## src/dest_pkg.sv

```systemverilog
// ----------------------------------------------------------------------------
// dest_pkg
// Types and constants shared by the delayed event slot table modules.
// ----------------------------------------------------------------------------
package dest_pkg;

	// field widths
	localparam int FRAME_W = 64;
	localparam int BYTE_W  = 8;
	localparam int CNT_W   = 7;

	// most events one take can emit
	localparam int MAX_EMIT = 64;

	// operation codes
	typedef enum logic [2:0] {
		OP_SCHEDULE  = 3'd0,
		OP_CANCEL_TR = 3'd1,
		OP_CANCEL_VC = 3'd2,
		OP_CANCEL_AL = 3'd3,
		OP_QUERY     = 3'd4,
		OP_NEXT_DUE  = 3'd5,
		OP_TAKE_DUE  = 3'd6,
		OP_COUNT     = 3'd7
	} op_t;

	// sequencer states
	typedef enum logic [1:0] {
		S_IDLE,
		S_SCAN,
		S_EMIT,
		S_FIN
	} state_t;

	// contents of one slot
	typedef struct packed {
		logic               pending;
		logic [FRAME_W-1:0] due;
		logic [BYTE_W-1:0]  voice;
		logic [BYTE_W-1:0]  note;
	} slot_t;

	// command applied to the slot at the head of the row
	typedef struct packed {
		op_t                op;
		logic               match;
		logic               take_clear;
		logic [FRAME_W-1:0] frame;
		logic [FRAME_W-1:0] wend;
		logic [BYTE_W-1:0]  voice;
		logic [BYTE_W-1:0]  note;
	} cmd_t;

	// status of the head slot
	typedef struct packed {
		logic due_hit;
		logic win_hit;
	} flags_t;

endpackage

```

## src/dest_cell.sv

```systemverilog
// ----------------------------------------------------------------------------
// dest_cell
// One slot of the circulating row; takes its neighbor's slot on each shift.
// ----------------------------------------------------------------------------
module dest_cell (
	input  logic            clk,
	input  logic            arst_n,
	input  logic            shift,
	input  dest_pkg::slot_t din,
	output dest_pkg::slot_t q
);

	// slot register, cleared by reset
	always_ff @(posedge clk or negedge arst_n) begin
		if (!arst_n) begin
			q <= '0;
		end else if (shift) begin
			q <= din;
		end
	end

endmodule

```

## src/dest_slot_unit.sv

```systemverilog
// ----------------------------------------------------------------------------
// dest_slot_unit
// Applies the current operation to the head slot and reports its status.
// ----------------------------------------------------------------------------
module dest_slot_unit (
	input  dest_pkg::slot_t  head,
	input  dest_pkg::cmd_t   cmd,
	output dest_pkg::slot_t  next_slot,
	output dest_pkg::flags_t flags
);

	logic due_le_frame;
	logic due_le_wend;

	// frame compares
	assign due_le_frame = (head.due <= cmd.frame);
	assign due_le_wend  = (head.due <= cmd.wend);

	assign flags.due_hit = head.pending && due_le_frame;
	assign flags.win_hit = head.pending && !due_le_frame && due_le_wend;

	// updated slot written back at the tail of the row
	always_comb begin
		next_slot = head;
		unique case (cmd.op)
			dest_pkg::OP_SCHEDULE: begin
				if (cmd.match) begin
					next_slot.pending = 1'b1;
					next_slot.due     = cmd.frame;
					next_slot.voice   = cmd.voice;
					next_slot.note    = cmd.note;
				end
			end
			dest_pkg::OP_CANCEL_TR: begin
				if (cmd.match) next_slot = '0;
			end
			dest_pkg::OP_CANCEL_VC: begin
				if (head.pending && head.voice == cmd.voice) next_slot = '0;
			end
			dest_pkg::OP_CANCEL_AL: begin
				next_slot = '0;
			end
			dest_pkg::OP_TAKE_DUE: begin
				if (cmd.take_clear && flags.due_hit) next_slot = '0;
			end
			default: begin
				next_slot = head;
			end
		endcase
	end

endmodule

```

## src/delayed_event_slot_table.sv

```systemverilog
// ----------------------------------------------------------------------------
// delayed_event_slot_table
// Slot table of pending delayed note events, one slot per track, held in a
// row of cells that circulates past a single head unit.
// ----------------------------------------------------------------------------
// Timing: the result word of an item is registered once the row has passed
//   the head unit in full; take due scans twice and emits its words during
//   the second pass, which an output stall can hold.
// Flow: a new item is taken only while idle; the row of slot cells passes
//   the head unit one slot per cycle unless the output stalls.
// Reset: arst_n clears every slot and the control state at once.
module delayed_event_slot_table #(
	parameter int NUM_SLOTS = 16
) (
	input  logic        clk,
	input  logic        arst_n,
	input  logic        in_valid,
	output logic        in_ready,
	input  logic [2:0]  opcode,
	input  logic [7:0]  track,
	input  logic [63:0] frame_value,
	input  logic [63:0] window_end,
	input  logic [7:0]  voice,
	input  logic [7:0]  note,
	input  logic [6:0]  take_limit,
	output logic        out_valid,
	input  logic        out_ready,
	output logic        found,
	output logic [7:0]  out_track,
	output logic [63:0] out_frame,
	output logic [7:0]  out_voice,
	output logic [7:0]  out_note,
	output logic [6:0]  count,
	output logic        last
);

	localparam int IW = (NUM_SLOTS > 1) ? $clog2(NUM_SLOTS) : 1;
	localparam int CW = dest_pkg::CNT_W;

	dest_pkg::state_t state_q, state_d;
	dest_pkg::slot_t  cell_q [NUM_SLOTS];
	dest_pkg::slot_t  next_slot;
	dest_pkg::flags_t flags;
	dest_pkg::cmd_t   cmd;

	// latched command
	dest_pkg::op_t               op_q;
	logic [7:0]                  track_q;
	logic [dest_pkg::FRAME_W-1:0] frame_q;
	logic [dest_pkg::FRAME_W-1:0] wend_q;
	logic [7:0]                  voice_q;
	logic [7:0]                  note_q;
	logic [CW-1:0]               lim_q;

	// scan state
	logic [IW-1:0] idx_q;
	logic          idx_last;
	logic [CW-1:0] acc_q;
	logic [CW-1:0] nemit_q;
	logic [CW-1:0] emit_q;
	logic          hit_q;
	logic [7:0]    res_track_q;
	logic [63:0]   res_frame_q;
	logic [7:0]    res_voice_q;
	logic [7:0]    res_note_q;

	// sequencer controls
	logic shift;
	logic want;
	logic stall;
	logic load_emit;
	logic load_fin;
	logic accept;
	logic out_valid_q;

	assign accept   = in_valid && in_ready;
	assign in_ready = (state_q == dest_pkg::S_IDLE);
	assign idx_last = (idx_q == IW'(NUM_SLOTS - 1));

	// row of slot cells, head at index zero, written back at the tail
	for (genvar i = 0; i < NUM_SLOTS; i++) begin : g_cell
		if (i == NUM_SLOTS - 1) begin : g_tail
			dest_cell u_cell (
				.clk    (clk),
				.arst_n (arst_n),
				.shift  (shift),
				.din    (next_slot),
				.q      (cell_q[i])
			);
		end else begin : g_mid
			dest_cell u_cell (
				.clk    (clk),
				.arst_n (arst_n),
				.shift  (shift),
				.din    (cell_q[i+1]),
				.q      (cell_q[i])
			);
		end
	end

	// command seen by the head unit
	always_comb begin
		cmd.op         = op_q;
		cmd.match      = (track_q < 8'(NUM_SLOTS)) && (track_q == 8'(idx_q));
		cmd.take_clear = (state_q == dest_pkg::S_EMIT);
		cmd.frame      = frame_q;
		cmd.wend       = wend_q;
		cmd.voice      = voice_q;
		cmd.note       = note_q;
	end

	dest_slot_unit u_slot_unit (
		.head      (cell_q[0]),
		.cmd       (cmd),
		.next_slot (next_slot),
		.flags     (flags)
	);

	// state register
	always_ff @(posedge clk or negedge arst_n) begin
		if (!arst_n) begin
			state_q <= dest_pkg::S_IDLE;
		end else begin
			state_q <= state_d;
		end
	end

	// next state and controls
	always_comb begin
		state_d   = state_q;
		shift     = 1'b0;
		want      = 1'b0;
		stall     = 1'b0;
		load_emit = 1'b0;
		load_fin  = 1'b0;
		unique case (state_q)
			dest_pkg::S_IDLE: begin
				if (in_valid) state_d = dest_pkg::S_SCAN;
			end
			dest_pkg::S_SCAN: begin
				shift = 1'b1;
				if (idx_last) begin
					state_d = (op_q == dest_pkg::OP_TAKE_DUE) ? dest_pkg::S_EMIT
						: dest_pkg::S_FIN;
				end
			end
			dest_pkg::S_EMIT: begin
				want      = flags.due_hit && (emit_q < nemit_q);
				stall     = want && out_valid_q && !out_ready;
				shift     = !stall;
				load_emit = want && !stall;
				if (!stall && idx_last) begin
					state_d = (nemit_q == '0) ? dest_pkg::S_FIN : dest_pkg::S_IDLE;
				end
			end
			dest_pkg::S_FIN: begin
				if (!out_valid_q || out_ready) begin
					load_fin = 1'b1;
					state_d  = dest_pkg::S_IDLE;
				end
			end
			default: begin
				state_d = dest_pkg::S_IDLE;
			end
		endcase
	end

	// command latch
	always_ff @(posedge clk) begin
		if (accept) begin
			op_q    <= dest_pkg::op_t'(opcode);
			track_q <= track;
			frame_q <= frame_value;
			wend_q  <= window_end;
			voice_q <= voice;
			note_q  <= note;
			lim_q   <= (take_limit > CW'(dest_pkg::MAX_EMIT)) ? CW'(dest_pkg::MAX_EMIT)
				: take_limit;
		end
	end

	// scan counters and accumulators
	always_ff @(posedge clk or negedge arst_n) begin
		if (!arst_n) begin
			idx_q   <= '0;
			acc_q   <= '0;
			nemit_q <= '0;
			emit_q  <= '0;
			hit_q   <= 1'b0;
		end else begin
			if (accept) begin
				idx_q <= '0;
				acc_q <= '0;
				hit_q <= 1'b0;
			end else if (shift) begin
				idx_q <= idx_last ? '0 : idx_q + 1'b1;
			end
			if (state_q == dest_pkg::S_SCAN) begin
				if (op_q == dest_pkg::OP_TAKE_DUE) begin
					acc_q <= acc_q + CW'(flags.due_hit);
				end else begin
					acc_q <= acc_q + CW'(next_slot.pending);
				end
				if (op_q == dest_pkg::OP_QUERY && cmd.match && cell_q[0].pending) begin
					hit_q <= 1'b1;
				end
				if (op_q == dest_pkg::OP_NEXT_DUE && flags.win_hit
					&& (!hit_q || cell_q[0].due < res_frame_q)) begin
					hit_q <= 1'b1;
				end
				if (idx_last) begin
					nemit_q <= (acc_q + CW'(flags.due_hit) < lim_q)
						? acc_q + CW'(flags.due_hit) : lim_q;
					emit_q  <= '0;
				end
			end
			if (load_emit) emit_q <= emit_q + 1'b1;
		end
	end

	// captured report fields for query and next due
	always_ff @(posedge clk) begin
		if (accept) begin
			res_track_q <= '0;
			res_frame_q <= '0;
			res_voice_q <= '0;
			res_note_q  <= '0;
		end else if (state_q == dest_pkg::S_SCAN) begin
			if (op_q == dest_pkg::OP_QUERY && cmd.match && cell_q[0].pending) begin
				res_track_q <= track_q;
				res_frame_q <= cell_q[0].due;
				res_voice_q <= cell_q[0].voice;
				res_note_q  <= cell_q[0].note;
			end
			if (op_q == dest_pkg::OP_NEXT_DUE && flags.win_hit
				&& (!hit_q || cell_q[0].due < res_frame_q)) begin
				res_frame_q <= cell_q[0].due;
			end
		end
	end

	// output word register
	always_ff @(posedge clk or negedge arst_n) begin
		if (!arst_n) begin
			out_valid_q <= 1'b0;
		end else if (load_emit || load_fin) begin
			out_valid_q <= 1'b1;
		end else if (out_ready) begin
			out_valid_q <= 1'b0;
		end
	end

	always_ff @(posedge clk) begin
		if (load_emit) begin
			found     <= 1'b1;
			out_track <= 8'(idx_q);
			out_frame <= cell_q[0].due;
			out_voice <= cell_q[0].voice;
			out_note  <= cell_q[0].note;
			count     <= acc_q;
			last      <= (emit_q + 1'b1 == nemit_q);
		end else if (load_fin) begin
			found     <= hit_q;
			out_track <= res_track_q;
			out_frame <= res_frame_q;
			out_voice <= res_voice_q;
			out_note  <= res_note_q;
			count     <= acc_q;
			last      <= 1'b1;
		end
	end

	assign out_valid = out_valid_q;

`ifndef SYNTHESIS
	// an accepted word always starts a scan
	a_accept_scan: assert property (@(posedge clk) disable iff (!arst_n)
		accept |=> state_q == dest_pkg::S_SCAN)
		else $error("accepted word did not start a scan");

	// head index stays inside the row
	a_idx_range: assert property (@(posedge clk) disable iff (!arst_n)
		idx_q <= IW'(NUM_SLOTS - 1))
		else $error("head index out of range");

	// take never emits more words than planned
	a_emit_bound: assert property (@(posedge clk) disable iff (!arst_n)
		(state_q == dest_pkg::S_EMIT) |-> emit_q <= nemit_q)
		else $error("take emitted too many words");

	// count never exceeds the slot total
	a_acc_bound: assert property (@(posedge clk) disable iff (!arst_n)
		acc_q <= CW'(NUM_SLOTS))
		else $error("slot count overflow");

	// a word is never loaded over one still waiting
	a_no_overwrite: assert property (@(posedge clk) disable iff (!arst_n)
		(load_emit || load_fin) |-> (!out_valid_q || out_ready))
		else $error("output word overwritten");
`endif

endmodule
```

## config.mk

```make
export PLATFORM = sky130hd
export DESIGN_NAME = delayed_event_slot_table
export DESIGN_NICKNAME = d
export VERILOG_FILES = /design/src/dest_pkg.sv /design/src/dest_cell.sv /design/src/dest_slot_unit.sv /design/src/delayed_event_slot_table.sv
export SDC_FILE = /design/constraint.sdc
export NUM_CORES = 2
export LEC_CHECK = 0
export BUFFER_PORTS_ARGS = -buffer_cell sky130_fd_sc_hd__buf_2
export CAP_MARGIN = 20
export CELL_PAD_IN_SITES_DETAIL_PLACEMENT = 2
export CELL_PAD_IN_SITES_GLOBAL_PLACEMENT = 2
export CORE_MARGIN = 2
export CORE_UTILIZATION = 42
export CTS_CLUSTER_DIAMETER = 40
export CTS_CLUSTER_SIZE = 30
export DETAILED_ROUTE_END_ITERATION = 12
export HOLD_SLACK_MARGIN = 0.06
export MAX_ROUTING_LAYER = met4
export PLACE_DENSITY = 0.95
export SYNTH_ARGS = -nofsm -noshare
export SYNTH_HDL_FRONTEND = slang
export SYNTH_SLANG_ARGS = --single-unit
export TNS_END_PERCENT = 20
```

## constraint.sdc

```tcl
create_clock -name clk -period 18.5 [get_ports clk]
set_input_delay 2.775 -clock clk [delete_from_list [all_inputs] [get_ports clk]]
set_output_delay 2.775 -clock clk [all_outputs]
set_load 0.02 [all_outputs]
```

==> results.toml, run 1 <==
[cts]
clk_path_buf_depth = 3
cts_resized = 0
cts_setup_buffers = 0
cts_num_sinks = 1672
hold_buffers = 0
h-tree-depth = 4
cts_buffers = 234
cts-root-buf = "clkbuf_16"

[yosys]
ys_types = 61
synth_edf_count = 254
yosys-top-cells-count = "3962 x nand2_1, 1325 x dfrtp_1, 283 x buf_2"
syn_nets = 7708
yosys-top-cells-area = "dfrtp_1 49%, nand2_1 22%, edfxtp_1 11%"
synth_cells = 7328
synth_warnings = 0
synth.cell_area_mm2 = 0.06802
yosysMostFrequentCell = "nand2_1"
ys_ff_latch = 1672
yosys.area.top_type_share = 0.4875
avgSynthCellArea_um2 = 9.282
synth_top_cell_by_area = "dfrtp_1"
yosysSeqAreaShare = 0.6270
synthFlopType = "dfrtp_1"
ys_async_sr_fraction = 0.7925

[status]
status = "aborted with a tool error"
firstError = "[ERROR GRT-0232] Routing congestion too high. Check the congestion heatmap in the GUI."
lastStage = "5_1_grt"

[global_route]
antenna_found_initial = 140
grt_usage = 0.7671
overflow = 111
grt_max_degree = 228

[floorplanning]
die_w_um = 406.4
die_y_um = 406.4
rows = 147
io_pins = 265
start_util = 0.4231

[placement]
finalWeightedCongestion = 0.8969
place.port_buffers = 264
place_ws_ns = 10.67
hpwl_mm = 167.9
post_dp_cell_area_mm2 = 0.07092
## cell families after synthesis
| kind of cell | share of synthesized area |
|---|---|
| AO/OA/AOI/OAI | 0.05096 |
| XOR/XNOR | 0.003734 |
| adder cells (fa/ha/maj) | 0.03937 |
| buffers and inverters | 0.03760 |
| flip-flops | 0.6270 |
| multiplexers | 0.002520 |
| AND/OR/NAND/NOR | 0.2388 |
## stage by stage
step / hold WS (ns) / instances
floorplan: 0.4231 / 7328
CTS: 0.4592 / 9883
detailed placement: 0.4582 / 9438
global placement: 0.4420 / 9437
## routing by layer
layer | global-route usage | GRT overflow
met5 | - | -
met4 | 0.7241 | 42
met1 | 0.7541 | 15
met2 | 0.8640 | 48
met3 | 0.6854 | 6
==> run 2: changes to the inputs <==
CELL_PAD_IN_SITES_DETAIL_PLACEMENT = default   (was 2)
CELL_PAD_IN_SITES_GLOBAL_PLACEMENT = default   (was 2)
CORE_UTILIZATION = 31   (was 42)
CTS_CLUSTER_DIAMETER = default   (was 40)
CTS_CLUSTER_SIZE = default   (was 30)
HOLD_SLACK_MARGIN = default   (was 0.06)
MAX_ROUTING_LAYER = default   (was met4)
PLACE_DENSITY = default   (was 0.95)
PLACE_DENSITY_LB_ADDON = 0.15   (was default)
==> results.toml, run 2 <==
[placement]
hpwl_mm = 110.1
post_dp_cell_area_mm2 = 0.07187
finalWeightedCongestion = 0.8026
place_ws_ns = 11.18
place.port_buffers = 264

[worst_hold_path]
min_path_type = "flip-flop to flip-flop"
holdPathStages = 2

[setup_path]
cp.required_ns = 19.14
cp-endpoint = "g_cell[15].g_tail.u_cell.q[11]$_DFFE_PN0P_"
r2r_setup_slack_ns = 11.58
start_kind = "flip-flop"
path_class = "flip-flop to flip-flop"
cp_cell_sequence = "ha_1 -> nand4_1 -> nor2_1 -> a221oi_1 -> nand4_1 -> o41ai_4 -> a41o_4 -> buf_4 -> buf_4 -> buf_4 -> o21ai_0"
critPathMaxFanout = 94
startpoint = "g_cell[0].g_mid.u_cell.q[78]$_DFFE_PN0P_"
cpMostUsedCell = "buf_4"
ff2ff_path_depth = 11
max_stage_delay_ns = 0.85
cp.arrival_ns = 7.56
rr_endpoint = "g_cell[15].g_tail.u_cell.q[11]$_DFFE_PN0P_"
cp_slowest_cell = "buf_4"
reg2reg_from = "g_cell[0].g_mid.u_cell.q[78]$_DFFE_PN0P_"
end_kind = "flip-flop"

[final_layout]
largest-register = "g_cell.g_mid.u_cell.q"
final_area_mm2 = 0.07805
biggestRegsByFlops = "g_cell.g_mid.u_cell.q (1215), g_cell.g_tail.u_cell.q (81)"
final_common_cell = "nand2_1"
drive_above_1_share = 0.08195
final_core_util = 0.3587
syn_to_final_growth_pct = 14.75
largest_reg_flops = 1215
final_nets = 7857
layout_common_cells = "3961 x nand2_1, 1325 x dfrtp_1, 263 x buf_2"
nFillCells = 22236

[cts]
cts_num_sinks = 1672
h-tree-depth = 4
clk_path_buf_depth = 3
path_clk_slew_ns = 0.06
cts_tree = "done"
cts_resized = 0
cts_buffers = 183
clk_latency_ns = 0.82
hold_buffers = 0
cts-root-buf = "clkbuf_16"
cts_setup_buffers = 0

[global_route]
grt_pass1_wl_mm = 281.9
grt_max_degree = 216
overflow = 0
grt_usage = 0.1576
grt_pass1_vias = 48240
antenna_found_initial = 8

[floorplanning]
start_util = 0.3126
core-area_mm2 = 0.2176
io_pins = 265
rows = 171
die_y_um = 472.4
die-area_mm2 = 0.2232
die_w_um = 472.4

[yosys]
yosys-top-cells-count = "3962 x nand2_1, 1325 x dfrtp_1, 283 x buf_2"
synth_top_family_by_area = "simple AND/OR/NAND/NOR gates"
synth_compound_area_frac = 0.05096
yosysMostFrequentCell = "nand2_1"
synthMuxAreaShare = 0.002520
synth_cells = 7328
synth_warnings = 0
synth_xor_area_frac = 0.003734
yosys.area_share.simple = 0.2388
yosys.area.top_type_share = 0.4875
synth_top_cell_by_area = "dfrtp_1"
yosysSeqAreaShare = 0.6270
synth_edf_count = 254
synthFlopType = "dfrtp_1"
synth.cell_area_mm2 = 0.06802
ys_types = 61
ys_ff_latch = 1672
synthAdderAreaFrac = 0.03937
syn_nets = 7708
avgSynthCellArea_um2 = 9.282
yosys-top-cells-area = "dfrtp_1 49%, nand2_1 22%, edfxtp_1 11%"
ys_async_sr_fraction = 0.7925

[timing]
finalHoldViolations = 0
layout_min_cycle_time_ns = 6.919
setup_ws_ns = 11.58
relSlewSlack = 0.2150
tightest_slew_ns = 1.178
final.period_utilization = 0.3740
drv_slew = 0
finalSetupViolCount = 0
max_freq_mhz = 144.5
rsz0062_at_grt = "false"
fin_setup_tns_ns = 0
final.setup_skew_ns = 0.06794

[job]
cap_violations = 0

[detailed_routing]
antenna_left = 0
drc_errors = 0
drt_wl_total_mm = 176.2
wl_per_cell_um = 16.81
vias_per_cell = 4.574
drt_iter0_drc = 3484
drtPass1Iterations = 7
vias = 47953

[pwr]
ir_drop_mv = 0.2033
power_uw = 13290
p_leak_uw = 0.04049
powerDensity_mw_per_mm2 = 170.3

[status]
status = "complete, no violations"
[run 2: cell counts after synthesis]
No cell type changed its count.
[run 2: worst min path at each step]
| stage | to | from | slack, ns |
|---|---|---|---|
| finish | g_cell[2].g_mid.u_cell.q[46]$_DFFE_PN0P_ | g_cell[3].g_mid.u_cell.q[46]$_DFFE_PN0P_ | 0.43 |
| global route | g_cell[1].g_mid.u_cell.q[44]$_DFFE_PN0P_ | g_cell[2].g_mid.u_cell.q[44]$_DFFE_PN0P_ | 0.44 |
| CTS | g_cell[2].g_mid.u_cell.q[46]$_DFFE_PN0P_ | g_cell[3].g_mid.u_cell.q[46]$_DFFE_PN0P_ | 0.43 |
| detailed placement | g_cell[8].g_mid.u_cell.q[12]$_DFFE_PN0P_ | g_cell[9].g_mid.u_cell.q[12]$_DFFE_PN0P_ | 0.45 |
| global placement | res_track_q[2]$_SDFFE_PP0P_ | res_track_q[2]$_SDFFE_PP0P_ | 0.44 |
| floorplan | count[2]$_DFFE_PP_ | acc_q[2]$_DFFE_PN0P_ | 0.42 |
[run 2: worst max-delay path, delay by kind of cell (launching register included)]
kind                     cells  cell delay, ns
adder cells (fa/ha/maj)      1            0.40
flip-flops                   1            0.53
buffers and inverters        3            2.44
AO/OA/AOI/OAI                4            2.40
AND/OR/NAND/NOR              3            0.74
[run 2: per-stage QoR]
step | hold WS [ns] | std cells
2_1_floorplan | 0.4231 | 7328
3_3_place_gp | 0.4428 | 10139
3_5_place_dp | 0.4460 | 10140
4_1_cts | 0.4267 | 10475
5_1_grt | 0.4443 | 10483
6_report | 0.4301 | 10484
[run 2: cell families after synthesis]
kind of cell	count (synthesis)
adder cells (fa/ha/maj)	214
flip-flops	1672
buffers and inverters	586
AND/OR/NAND/NOR	4212
AO/OA/AOI/OAI	598
XOR/XNOR	29
multiplexers	17
[run 2: layout make-up]
| class | count | area, um^2 | area share |
|---|---|---|---|
| flip-flops and latches | 1672 | 42650 | 0.5464 |
| well taps | 2854 | 3571 | 0.04575 |
| repair buffers | 337 | 2117 | 0.02712 |
| clock inverters | 78 | 897.1 | 0.01149 |
| multi-input cells | 5070 | 22900 | 0.2933 |
| inverters | 213 | 809.5 | 0.01037 |
| clock buffers | 257 | 5107 | 0.06544 |
| diodes | 3 | 7.507 | 0.00009618 |
[run 2: routing by layer]
| layer | vias up | part of all wire | global-route usage |
|---|---|---|---|
| li1 | 23521 | - | - |
| met1 | 23461 | 0.48 | 0.2238 |
| met2 | 691 | 0.46 | 0.2499 |
| met3 | 272 | 0.034 | 0.02388 |
| met4 | 8 | 0.024 | 0.04301 |
| met5 | - | 0.00029 | 0 |
[run 2: power by group]
part | switching, uW | leakage, uW | internal [uW] | total [uW]
clock | 1550 | 0.00293 | 2100 | 3660
sequential | 824 | 0.0215 | 4950 | 5770
combinational | 2890 | 0.0161 | 972 | 3860
total | 5270 | 0.0405 | 8020 | 13300
No activity file was read; power rests on OpenSTA's default activity.
